===== config.mk =====
export PLATFORM = sky130hd
export DESIGN_NAME = button_press_classifier
export DESIGN_NICKNAME = d
export VERILOG_FILES = /design/src/hdl/bpc_pkg.sv /design/src/hdl/bpc_cfg_regs.sv /design/src/hdl/bpc_gesture.sv /design/src/hdl/button_press_classifier.sv
export SDC_FILE = /design/constraint.sdc
export NUM_CORES = 1
export LEC_CHECK = 0
export CORE_ASPECT_RATIO = 0.8
export CORE_MARGIN = 2
export CORE_UTILIZATION = 55
export CTS_CLUSTER_DIAMETER = 40
export DETAILED_ROUTE_END_ITERATION = 10
export DONT_BUFFER_PORTS = 1
export PLACE_DENSITY = 0.7
export SYNTH_ARGS = -nofsm -noshare
export SYNTH_HDL_FRONTEND = slang
export SYNTH_SLANG_ARGS = --single-unit

===== constraint.sdc =====
create_clock -name i_clk -period 5.95 [get_ports i_clk]
set_input_delay 0.595 -clock i_clk [delete_from_list [all_inputs] [get_ports i_clk]]
set_output_delay 0.595 -clock i_clk [all_outputs]
set_load 0.02 [all_outputs]

===== src/hdl/bpc_pkg.sv =====
// Package for the button press classifier: widths, codes, state and event types.
// Used by every module of the block; depends on nothing.
package bpc_pkg;

    localparam int TICK_BITS      = 32;
    localparam int NOW_BITS       = 32;
    localparam int CFG_BITS       = 32;
    localparam int CMP_BITS       = (TICK_BITS > CFG_BITS) ? TICK_BITS : CFG_BITS;
    localparam int CFG_ADDR_BITS  = 2;
    localparam int EVENT_BITS     = 2;
    localparam int IN_FIELD_BITS  = 1 + NOW_BITS;
    localparam int IN_TDATA_BITS  = ((IN_FIELD_BITS + 7) / 8) * 8;
    localparam int OUT_TDATA_BITS = ((EVENT_BITS + 7) / 8) * 8;

    typedef logic [TICK_BITS-1:0]     t_tick;
    typedef logic [CFG_BITS-1:0]      t_cfg;
    typedef logic [CFG_ADDR_BITS-1:0] t_cfg_addr;

    localparam t_cfg MIN_PRESS_RESET   = t_cfg'(50);
    localparam t_cfg HOLD_RESET        = t_cfg'(1000);
    localparam t_cfg RELEASE_GAP_RESET = t_cfg'(300);

    localparam t_cfg_addr CFG_MIN_PRESS   = t_cfg_addr'(0);
    localparam t_cfg_addr CFG_HOLD        = t_cfg_addr'(1);
    localparam t_cfg_addr CFG_RELEASE_GAP = t_cfg_addr'(2);

    typedef enum logic [2:0] {
        ST_IDLE   = 3'd0,
        ST_FIRST  = 3'd1,
        ST_GAP    = 3'd2,
        ST_SECOND = 3'd3,
        ST_WAIT   = 3'd4
    } t_gesture_state;

    typedef enum logic [EVENT_BITS-1:0] {
        EV_NONE   = 2'd0,
        EV_SINGLE = 2'd1,
        EV_DOUBLE = 2'd2,
        EV_HOLD   = 2'd3
    } t_event;

    typedef struct packed {
        t_cfg min_press;
        t_cfg hold;
        t_cfg release_gap;
    } t_thresholds;

    // True when the modular elapsed time has reached the limit.
    function automatic logic reached(input t_tick elapsed, input t_cfg limit);
        return CMP_BITS'(elapsed) >= CMP_BITS'(limit);
    endfunction

endpackage


===== src/hdl/bpc_cfg_regs.sv =====
// Threshold register file of the button press classifier.
// Depends on bpc_pkg.
module bpc_cfg_regs (
    input  logic                i_clk,
    input  logic                i_rst_n,
    input  logic                i_cfg_we,
    input  bpc_pkg::t_cfg_addr  i_cfg_addr,
    input  bpc_pkg::t_cfg       i_cfg_wdata,
    output bpc_pkg::t_thresholds o_thr
);
    import bpc_pkg::*;

    t_thresholds r_thr;

    always_ff @(posedge i_clk) begin
        if (!i_rst_n) begin
            r_thr.min_press   <= MIN_PRESS_RESET;
            r_thr.hold        <= HOLD_RESET;
            r_thr.release_gap <= RELEASE_GAP_RESET;
        end else if (i_cfg_we) begin
            case (i_cfg_addr)
                CFG_MIN_PRESS:   r_thr.min_press   <= i_cfg_wdata;
                CFG_HOLD:        r_thr.hold        <= i_cfg_wdata;
                CFG_RELEASE_GAP: r_thr.release_gap <= i_cfg_wdata;
                default: ;
            endcase
        end
    end

    assign o_thr = r_thr;

endmodule


===== src/hdl/bpc_gesture.sv =====
// Gesture state machine and start timestamp; classifies one sample per advance.
// Depends on bpc_pkg.
module bpc_gesture (
    input  logic                 i_clk,
    input  logic                 i_rst_n,
    input  logic                 i_adv,
    input  logic                 i_level,
    input  bpc_pkg::t_tick       i_now,
    input  bpc_pkg::t_thresholds i_thr,
    output bpc_pkg::t_event      o_event
);
    import bpc_pkg::*;

    t_gesture_state r_state;
    t_gesture_state n_state;
    t_tick          r_start_tick;
    t_tick          n_start_tick;
    t_tick          elapsed;
    logic           min_ok;
    logic           hold_ok;
    logic           gap_ok;

    assign elapsed = i_now - r_start_tick;
    assign min_ok  = reached(elapsed, i_thr.min_press);
    assign hold_ok = reached(elapsed, i_thr.hold);
    assign gap_ok  = reached(elapsed, i_thr.release_gap);

    always_comb begin
        n_state      = r_state;
        n_start_tick = r_start_tick;
        case (r_state)
            ST_IDLE: begin
                if (!i_level) begin
                    n_state      = ST_FIRST;
                    n_start_tick = i_now;
                end
            end
            ST_FIRST: begin
                if (i_level) begin
                    if (min_ok) begin
                        n_state      = ST_GAP;
                        n_start_tick = i_now;
                    end else begin
                        n_state = ST_IDLE;
                    end
                end else if (hold_ok) begin
                    n_state = ST_WAIT;
                end
            end
            ST_GAP: begin
                if (!i_level) begin
                    n_state      = ST_SECOND;
                    n_start_tick = i_now;
                end else if (gap_ok) begin
                    n_state = ST_IDLE;
                end
            end
            ST_SECOND: begin
                if (i_level || hold_ok) begin
                    n_state = ST_WAIT;
                end
            end
            default: begin
                if (i_level) begin
                    n_state = ST_IDLE;
                end
            end
        endcase
    end

    always_comb begin
        o_event = EV_NONE;
        case (r_state)
            ST_FIRST: begin
                if (!i_level && hold_ok) begin
                    o_event = EV_HOLD;
                end
            end
            ST_GAP: begin
                if (i_level && gap_ok) begin
                    o_event = EV_SINGLE;
                end
            end
            ST_SECOND: begin
                if (i_level) begin
                    o_event = EV_DOUBLE;
                end else if (hold_ok) begin
                    o_event = EV_HOLD;
                end
            end
            default: o_event = EV_NONE;
        endcase
    end

    always_ff @(posedge i_clk) begin
        if (!i_rst_n) begin
            r_state      <= ST_IDLE;
            r_start_tick <= '0;
        end else if (i_adv) begin
            r_state      <= n_state;
            r_start_tick <= n_start_tick;
        end
    end

endmodule


===== src/hdl/button_press_classifier.sv =====
// Top level of the button press classifier: input register, gesture logic, result register.
// Depends on bpc_pkg, bpc_cfg_regs and bpc_gesture.
//
//  channel   | dir | handshake                        | payload
//  ----------+-----+----------------------------------+-------------------------------
//  sample in | in  | i_s_axis_tvalid/o_s_axis_tready  | level, now_tick
//  event out | out | o_m_axis_tvalid/i_m_axis_tready  | event_res
//  config    | in  | i_cfg_we (no handshake)          | i_cfg_addr, i_cfg_wdata
//
// One beat is accepted every cycle unless the output stalls; its result is registered after it.
// The rate is set by the single state register update of the gesture machine.
// Synchronous active-low reset restores the thresholds and the idle state.
// A stalled result holds in its register while one further beat waits in the input register.
module button_press_classifier (
    input  logic                               i_clk,
    input  logic                               i_rst_n,
    input  logic                               i_s_axis_tvalid,
    output logic                               o_s_axis_tready,
    // [0] level, [32:1] now_tick, [39:33] zero
    input  logic [bpc_pkg::IN_TDATA_BITS-1:0]  i_s_axis_tdata,
    output logic                               o_m_axis_tvalid,
    input  logic                               i_m_axis_tready,
    // [1:0] event_res, [7:2] zero
    output logic [bpc_pkg::OUT_TDATA_BITS-1:0] o_m_axis_tdata,
    input  logic                               i_cfg_we,
    input  bpc_pkg::t_cfg_addr                 i_cfg_addr,
    input  bpc_pkg::t_cfg                      i_cfg_wdata
);
    import bpc_pkg::*;

    t_thresholds thr;
    logic        r_in_valid;
    logic        r_in_level;
    t_tick       r_in_now;
    logic        r_out_valid;
    t_event      r_out_event;
    t_event      event_res;
    logic        adv;

    assign adv             = r_in_valid && (!r_out_valid || i_m_axis_tready);
    assign o_s_axis_tready = !r_in_valid || adv;

    bpc_cfg_regs u_cfg (
        .i_clk       (i_clk),
        .i_rst_n     (i_rst_n),
        .i_cfg_we    (i_cfg_we),
        .i_cfg_addr  (i_cfg_addr),
        .i_cfg_wdata (i_cfg_wdata),
        .o_thr       (thr)
    );

    bpc_gesture u_gesture (
        .i_clk   (i_clk),
        .i_rst_n (i_rst_n),
        .i_adv   (adv),
        .i_level (r_in_level),
        .i_now   (r_in_now),
        .i_thr   (thr),
        .o_event (event_res)
    );

    always_ff @(posedge i_clk) begin
        if (!i_rst_n) begin
            r_in_valid <= 1'b0;
        end else if (o_s_axis_tready) begin
            r_in_valid <= i_s_axis_tvalid;
        end
    end

    always_ff @(posedge i_clk) begin
        if (o_s_axis_tready && i_s_axis_tvalid) begin
            r_in_level <= i_s_axis_tdata[0];
            r_in_now   <= TICK_BITS'(i_s_axis_tdata[NOW_BITS:1]);
        end
    end

    always_ff @(posedge i_clk) begin
        if (!i_rst_n) begin
            r_out_valid <= 1'b0;
        end else if (adv) begin
            r_out_valid <= 1'b1;
        end else if (i_m_axis_tready) begin
            r_out_valid <= 1'b0;
        end
    end

    always_ff @(posedge i_clk) begin
        if (adv) begin
            r_out_event <= event_res;
        end
    end

    assign o_m_axis_tvalid = r_out_valid;
    assign o_m_axis_tdata  = OUT_TDATA_BITS'(r_out_event);

endmodule


# After elaboration in Yosys (flattened, before gate mapping)
# Cells that the tools add are included.
# Widths: inputs -> output; s select.
# op_classes
n_addsub,1
n_lt_le_gt_ge,3
eq_ne,12
n_mux,20
reduce_logical,21
# op_table
cell,n
$ge 32x32->1,3
$mux 32,3
$pmux 32 s2,1
$sub 32x32->32,1
$mux 3,7
$pmux 3 s4,1
$mux 2,4
$eq 3x2->1 const B,2
$ne 2x2->1 const B,3
$ne 3x2->1 const B,2
$pmux 2 s3,1
$reduce_and 2->1,3
$reduce_and 6->1,1
$reduce_and 5->1,1
$reduce_bool 5->1,1
$logic_and 1x1->1,4
$ne 2x1->1 const B,2
$reduce_bool 2->1,2
$eq 3x1->1 const B,1
$logic_not 1->1,3
$logic_not 3->1,1
$logic_or 1x1->1,3
$mux 1,3
$eq 2x1->1 const B,1
3 further kinds,3
# word_totals
reg_bits,168
in_bits,79
output_inout_bits,10
wordCells,67

# Logic depth before layout (Yosys ltp)
# logic_depth
word_depth,5
depth_mapped,22
depth_no_buf,21

# Modules after synthesis
# A second synthesis with hierarchy kept.
# unflattened
hier_cells,1102
area_unflattened_um2,10294.9
# by_module_without_submodules
mod,instances,cells_per_inst,area_each_um2,seq_area_each_um2
bpc_gesture,1,695,5371.4,700.7
bpc_cfg_regs,1,356,3719.8,1921.8
button_press_classifier,1,51,1203.7,1091.0

# Least setup slack after synthesis
# Ideal clock, no wire load.
# synth_timing
kind,register to register
from,register r_in_now[0]
to,register u_gesture.r_state[1]
setup_ns,0.127
arrival_time_ns,4.381
t_required_ns,5.823
setup_slack_ns,1.442
path_stages_with_launch,21
path_buffers,0
path_cell_list,edfxtp_1 > inv_1 > ha_1 > inv_1 > fa_1 > a211oi_1 > o21ai_0 > a32oi_1 > or4_4 > a31oi_4 > a21o_2 > a21oi_1 > xnor2_1 > ha_1 > nand4_1 > or4_1 > a311o_1 > a41oi_1 > nor3_1 > o41ai_1 > a21boi_1
# synth_via
elab_chain_len,5
elab_cells_between_ends,12
classes_between,add/sub: 1; order compare: 3; eq/ne: 3; mux: 3; reduce/logical: 2
# synth_rtl
element,line,rtl
from (decl),button_press_classifier.sv:34,t_tick r_in_now;
from (signal assigned),button_press_classifier.sv:73,r_in_now <= TICK_BITS'(i_s_axis_tdata[NOW_BITS:1]);
$sub 32x32->32 (*),bpc_gesture.sv:23,assign elapsed = i_now - r_start_tick;
$ge 32x32->1,bpc_pkg.sv:50,return CMP_BITS'(elapsed) >= CMP_BITS'(limit);
$mux 2 / $logic_or 1x1->1 (equally long branches),"bpc_gesture.sv:40, bpc_gesture.sv:59",
$mux 3 / $ne 2x1->1 (equally long branches),--,
$pmux 3 s4 / $reduce_and 6->1 (equally long branches),--,
to (signal assigned),bpc_gesture.sv:100,r_state <= n_state;
to (decl),bpc_gesture.sv:14,t_gesture_state r_state;
# Mark *: on every way between the ends. The rest lies on a longest branch, timed or not.
# A chain may end at the register's enable or synchronous reset.

# Final worst setup path
# Same ends and word-level chain as after synthesis.

==> flow_summary_export.csv <==
group,metric,value,unit
clock_tree,clk_latency,0.43,ns
layout,fillers,1622,
detailed_routing,ant_nets,0,
placed_design,detailed_place_hpwl,15.98,mm
critical_path,crit_fanout,4,
layout,layout-drive-gt1-share,4.496,%
logic_synthesis,synth.area.mux_share,0,%
power,power_per_cell_area,288.8,mW/mm2
layout,mostFrequentLayoutCells,"nand2_1, inv_1, dfxtp_1",
floorplan,top_level_ports,89,
clock_tree,clk_path_buf_depth,2,
sta,fin_crit,5.320,ns
logic_synthesis,synth-compound-area-share,20.99,%
clock_tree,path_clk_slew,0.07,ns
logic_synthesis,synth_fa_ha_area_share,15.99,%
critical_path,slowest_stage,"or4_1",
logic_synthesis,synthFlopType,"dfxtp_1",
global_routing,antenna_found_initial,0,
layout,area_growth,8.415,%
layout,utilization,60.44,%
clock_tree,root_buffer,"clkbuf_16",
floorplan,start_util,55.74,%
logic_synthesis,synth.ff_latch_count,168,
sta,fin_worst_skew,0.008532,ns
sta,setup-violations-final,0,
critical_path,cpPeakStageDelay,0.55,ns
logic_synthesis,synth_edf_count,35,
clock_tree,htreeDepth,4,
floorplan,coreArea,0.01806,mm2
clock_tree,cts_made_buffers,17,
hold_path,hold_class,"input port to flop",
critical_path,path_cells,"inv_1 -> ha_1 -> inv_1 -> fa_1 -> a211oi_1 -> o21ai_0 -> a32oi_1 -> or4_4 -> a31oi_4 -> a21o_2 -> a21oi_1 -> xnor2_1 -> ha_1 -> nand4_1 -> or4_1 -> a311o_1 -> a41oi_1 -> nor3_1 -> o41ai_1 -> a21boi_1",
sta,finalCritPeriodShare,89.41,%
critical_path,crit_required,6.26,ns
clock_tree,cts_sinks,168,
global_routing,grt_util_all_layers,23.99,%
logic_synthesis,synth-xor-area-share,2.262,%
critical_path,critPathLaunchType,"flop",
logic_synthesis,yosysTopAreaCellShare,26.45,%
status,status,"finished clean",
floorplan,dieArea,0.01941,mm2
sta,whs,0.2547,ns
floorplan,fp.dieH,125,um
detailed_routing,wire_per_inst,15.89,um
detailed_routing,via_count,7867,
detailed_routing,via_per_inst,5.498,
global_routing,grt_pass1_vias,7526,
clock_tree,cts-hold-fix-buffers,0,
critical_path,cp_num_buf_inv,2,
logic_synthesis,syn_avg_cell_area,8.347,um2
clock_tree,post_cts_resize_count,0,
clock_tree,cts_tree,"built",
global_routing,grt_pass1_wl,37.39,mm
logic_synthesis,yosys-top-cells-area,"dfxtp_1, ha_1, edfxtp_1",
critical_path,cp-end-kind,"flop",
layout,diodes,0,
power,combinationalPowerShare,20.4,%
power,p_sw,0.8784,mW
power,p_leak,4.194,nW
sta,rsz0062_at_grt,"no",
power,intPower,2.273,mW
layout,final_nets,1395,
detailed_routing,drt_iter0_drc,519,
sta,tns,0,ns
global_routing,grt_overflow_total,0,
logic_synthesis,synth.largest_area_cell,"dfxtp_1",
sta,maxSlewViolCount,0,
placed_design,portBuffers,0,
critical_path,arrival,5.63,ns
logic_synthesis,ys_seq_area_share,36.89,%
critical_path,critPathKind,"flop to flop",
sta,relSlewSlack,45.29,%
logic_synthesis,ys.warnings.count,0,
critical_path,cpLargestDelayFamily,"compound AO/OA/AOI/OAI gates",
logic_synthesis,async_reset_ff_share,0,%
clock_tree,cts_post_setup_buffers_inserted,0,
logic_synthesis,synth_top_family_by_area,"compound AO/OA/AOI/OAI gates",
placed_design,gp_congestion,0.8628,
power,seqPwrFrac,39.3,%
floorplan,die_w,155.3,um
logic_synthesis,synth-simple-area-share,16.59,%
power,p_sw_share,27.88,%
sta,tightest_slew,0.8206,ns
sta,finalHoldViolCount,0,
detailed_routing,wl,22.73,mm
layout,final_common_cell,"nand2_1",
sta,fmax,188.0,MHz
detailed_routing,dr.pass1.iters,4,
floorplan,rows,44,
logic_synthesis,ys_types,64,
power,clockPowerShare,40.3,%
detailed_routing,drc,0,
power,ir_worst_vdd,231.4,uV
flow_run,cap_violations,0,
logic_synthesis,syn_inst,1206,
logic_synthesis,synth_area,0.01007,mm2
global_routing,grt_max_degree,167,
[through the flow]
| stage | total power, mW | instances | worst slack (ns) | instance area [um2] |
|---|---|---|---|---|
| final | 3.151 | 1431 | 0.6298 | 10910 |
| after detailed placement | 1.896 | 1399 | 0.6936 | 10240 |
| after global routing | 3.313 | 1431 | 0.1140 | 10910 |
| after floorplan | 1.754 | 1211 | 1.442 | 10080 |
| after global placement | 1.875 | 1399 | 0.8023 | 10240 |
| after CTS | 3.169 | 1431 | 0.6732 | 10910 |
[cell usage after synthesis, types with 5 or more instances]
cell type / number
nor2b_1: 9
nand2_1: 236
nand4_1: 14
o21ai_0: 61
ha_1: 127
a211oi_1: 8
a21oi_1: 57
a21boi_0: 84
nor2_1: 41
xor2_1: 6
and3_1: 5
dfxtp_1: 133
o211ai_1: 16
nand2b_1: 5
nor3_1: 5
xnor2_1: 20
a31oi_1: 8
a21o_1: 41
buf_4: 7
clkbuf_1: 38
nand3_1: 43
edfxtp_1: 35
buf_1: 5
inv_1: 137
o21a_1: 8
[power by group through the flow]
stage | Sequential, mW | Clock, mW | Combinational, mW
4_1_cts | 1.24 | 1.29 | 0.643
3_5_place_dp | 1.26 | 0 | 0.633
3_3_place_gp | 1.26 | 0 | 0.612
6_report | 1.24 | 1.27 | 0.644
2_1_floorplan | 1.26 | 0 | 0.498
5_1_grt | 1.24 | 1.33 | 0.739
[state kept, by name, summed over array words and instances (netlist names)]
register	flops
r_in_now	32
u_gesture.r_state	3
u_cfg.o_thr	96
o_m_axis_tvalid	1
r_in_valid	1
r_in_level	1
r_out_event	2
u_gesture.r_start_tick	32
[layer usage]
layer / wire [um] / track usage [%] / share of wire (%)
met1: 10780 / 31.82 / 47
met2: 10680 / 40.16 / 47
met3: 1034 / 5.962 / 4.5
met4: 236 / 4.695 / 1.0
met5: 0 / 0 / 0
[worst paths after layout]
kind | startpoint | end | slack, ns | depth (start not counted)
max | r_in_now[0] | u_gesture.r_state[1] | 0.63 | 20
min reg2reg | u_gesture.r_start_tick[12] | u_gesture.r_start_tick[12] | 0.46 | 2
min | i_s_axis_tdata[12] | r_in_now[11] | 0.25 | 0
max reg2reg | r_in_now[0] | u_gesture.r_state[1] | 0.63 | 20
[layout make-up]
type                    count  area, um2  area share [%]
clock buffers              17      425.4           3.898
clock inverters            15      249.0           2.282
inverters                 137      514.2           4.712
multi-input cells         856       5663           51.89
flip-flops and latches    168       3714           34.03
well taps                 230      287.8           2.637
repair buffers              8      60.06          0.5503
[logic make-up (layout without fill, tap and decap cells)]
kind of cell / Yosys count / count (layout)
compound gates: 314 / 314
simple gates: 382 / 382
other cells: 1 / 6
flops: 168 / 168
buf+inv: 187 / 177
xor+xnor: 26 / 26
fa+ha+maj: 128 / 128
No activity file was read; power rests on OpenSTA's default activity.
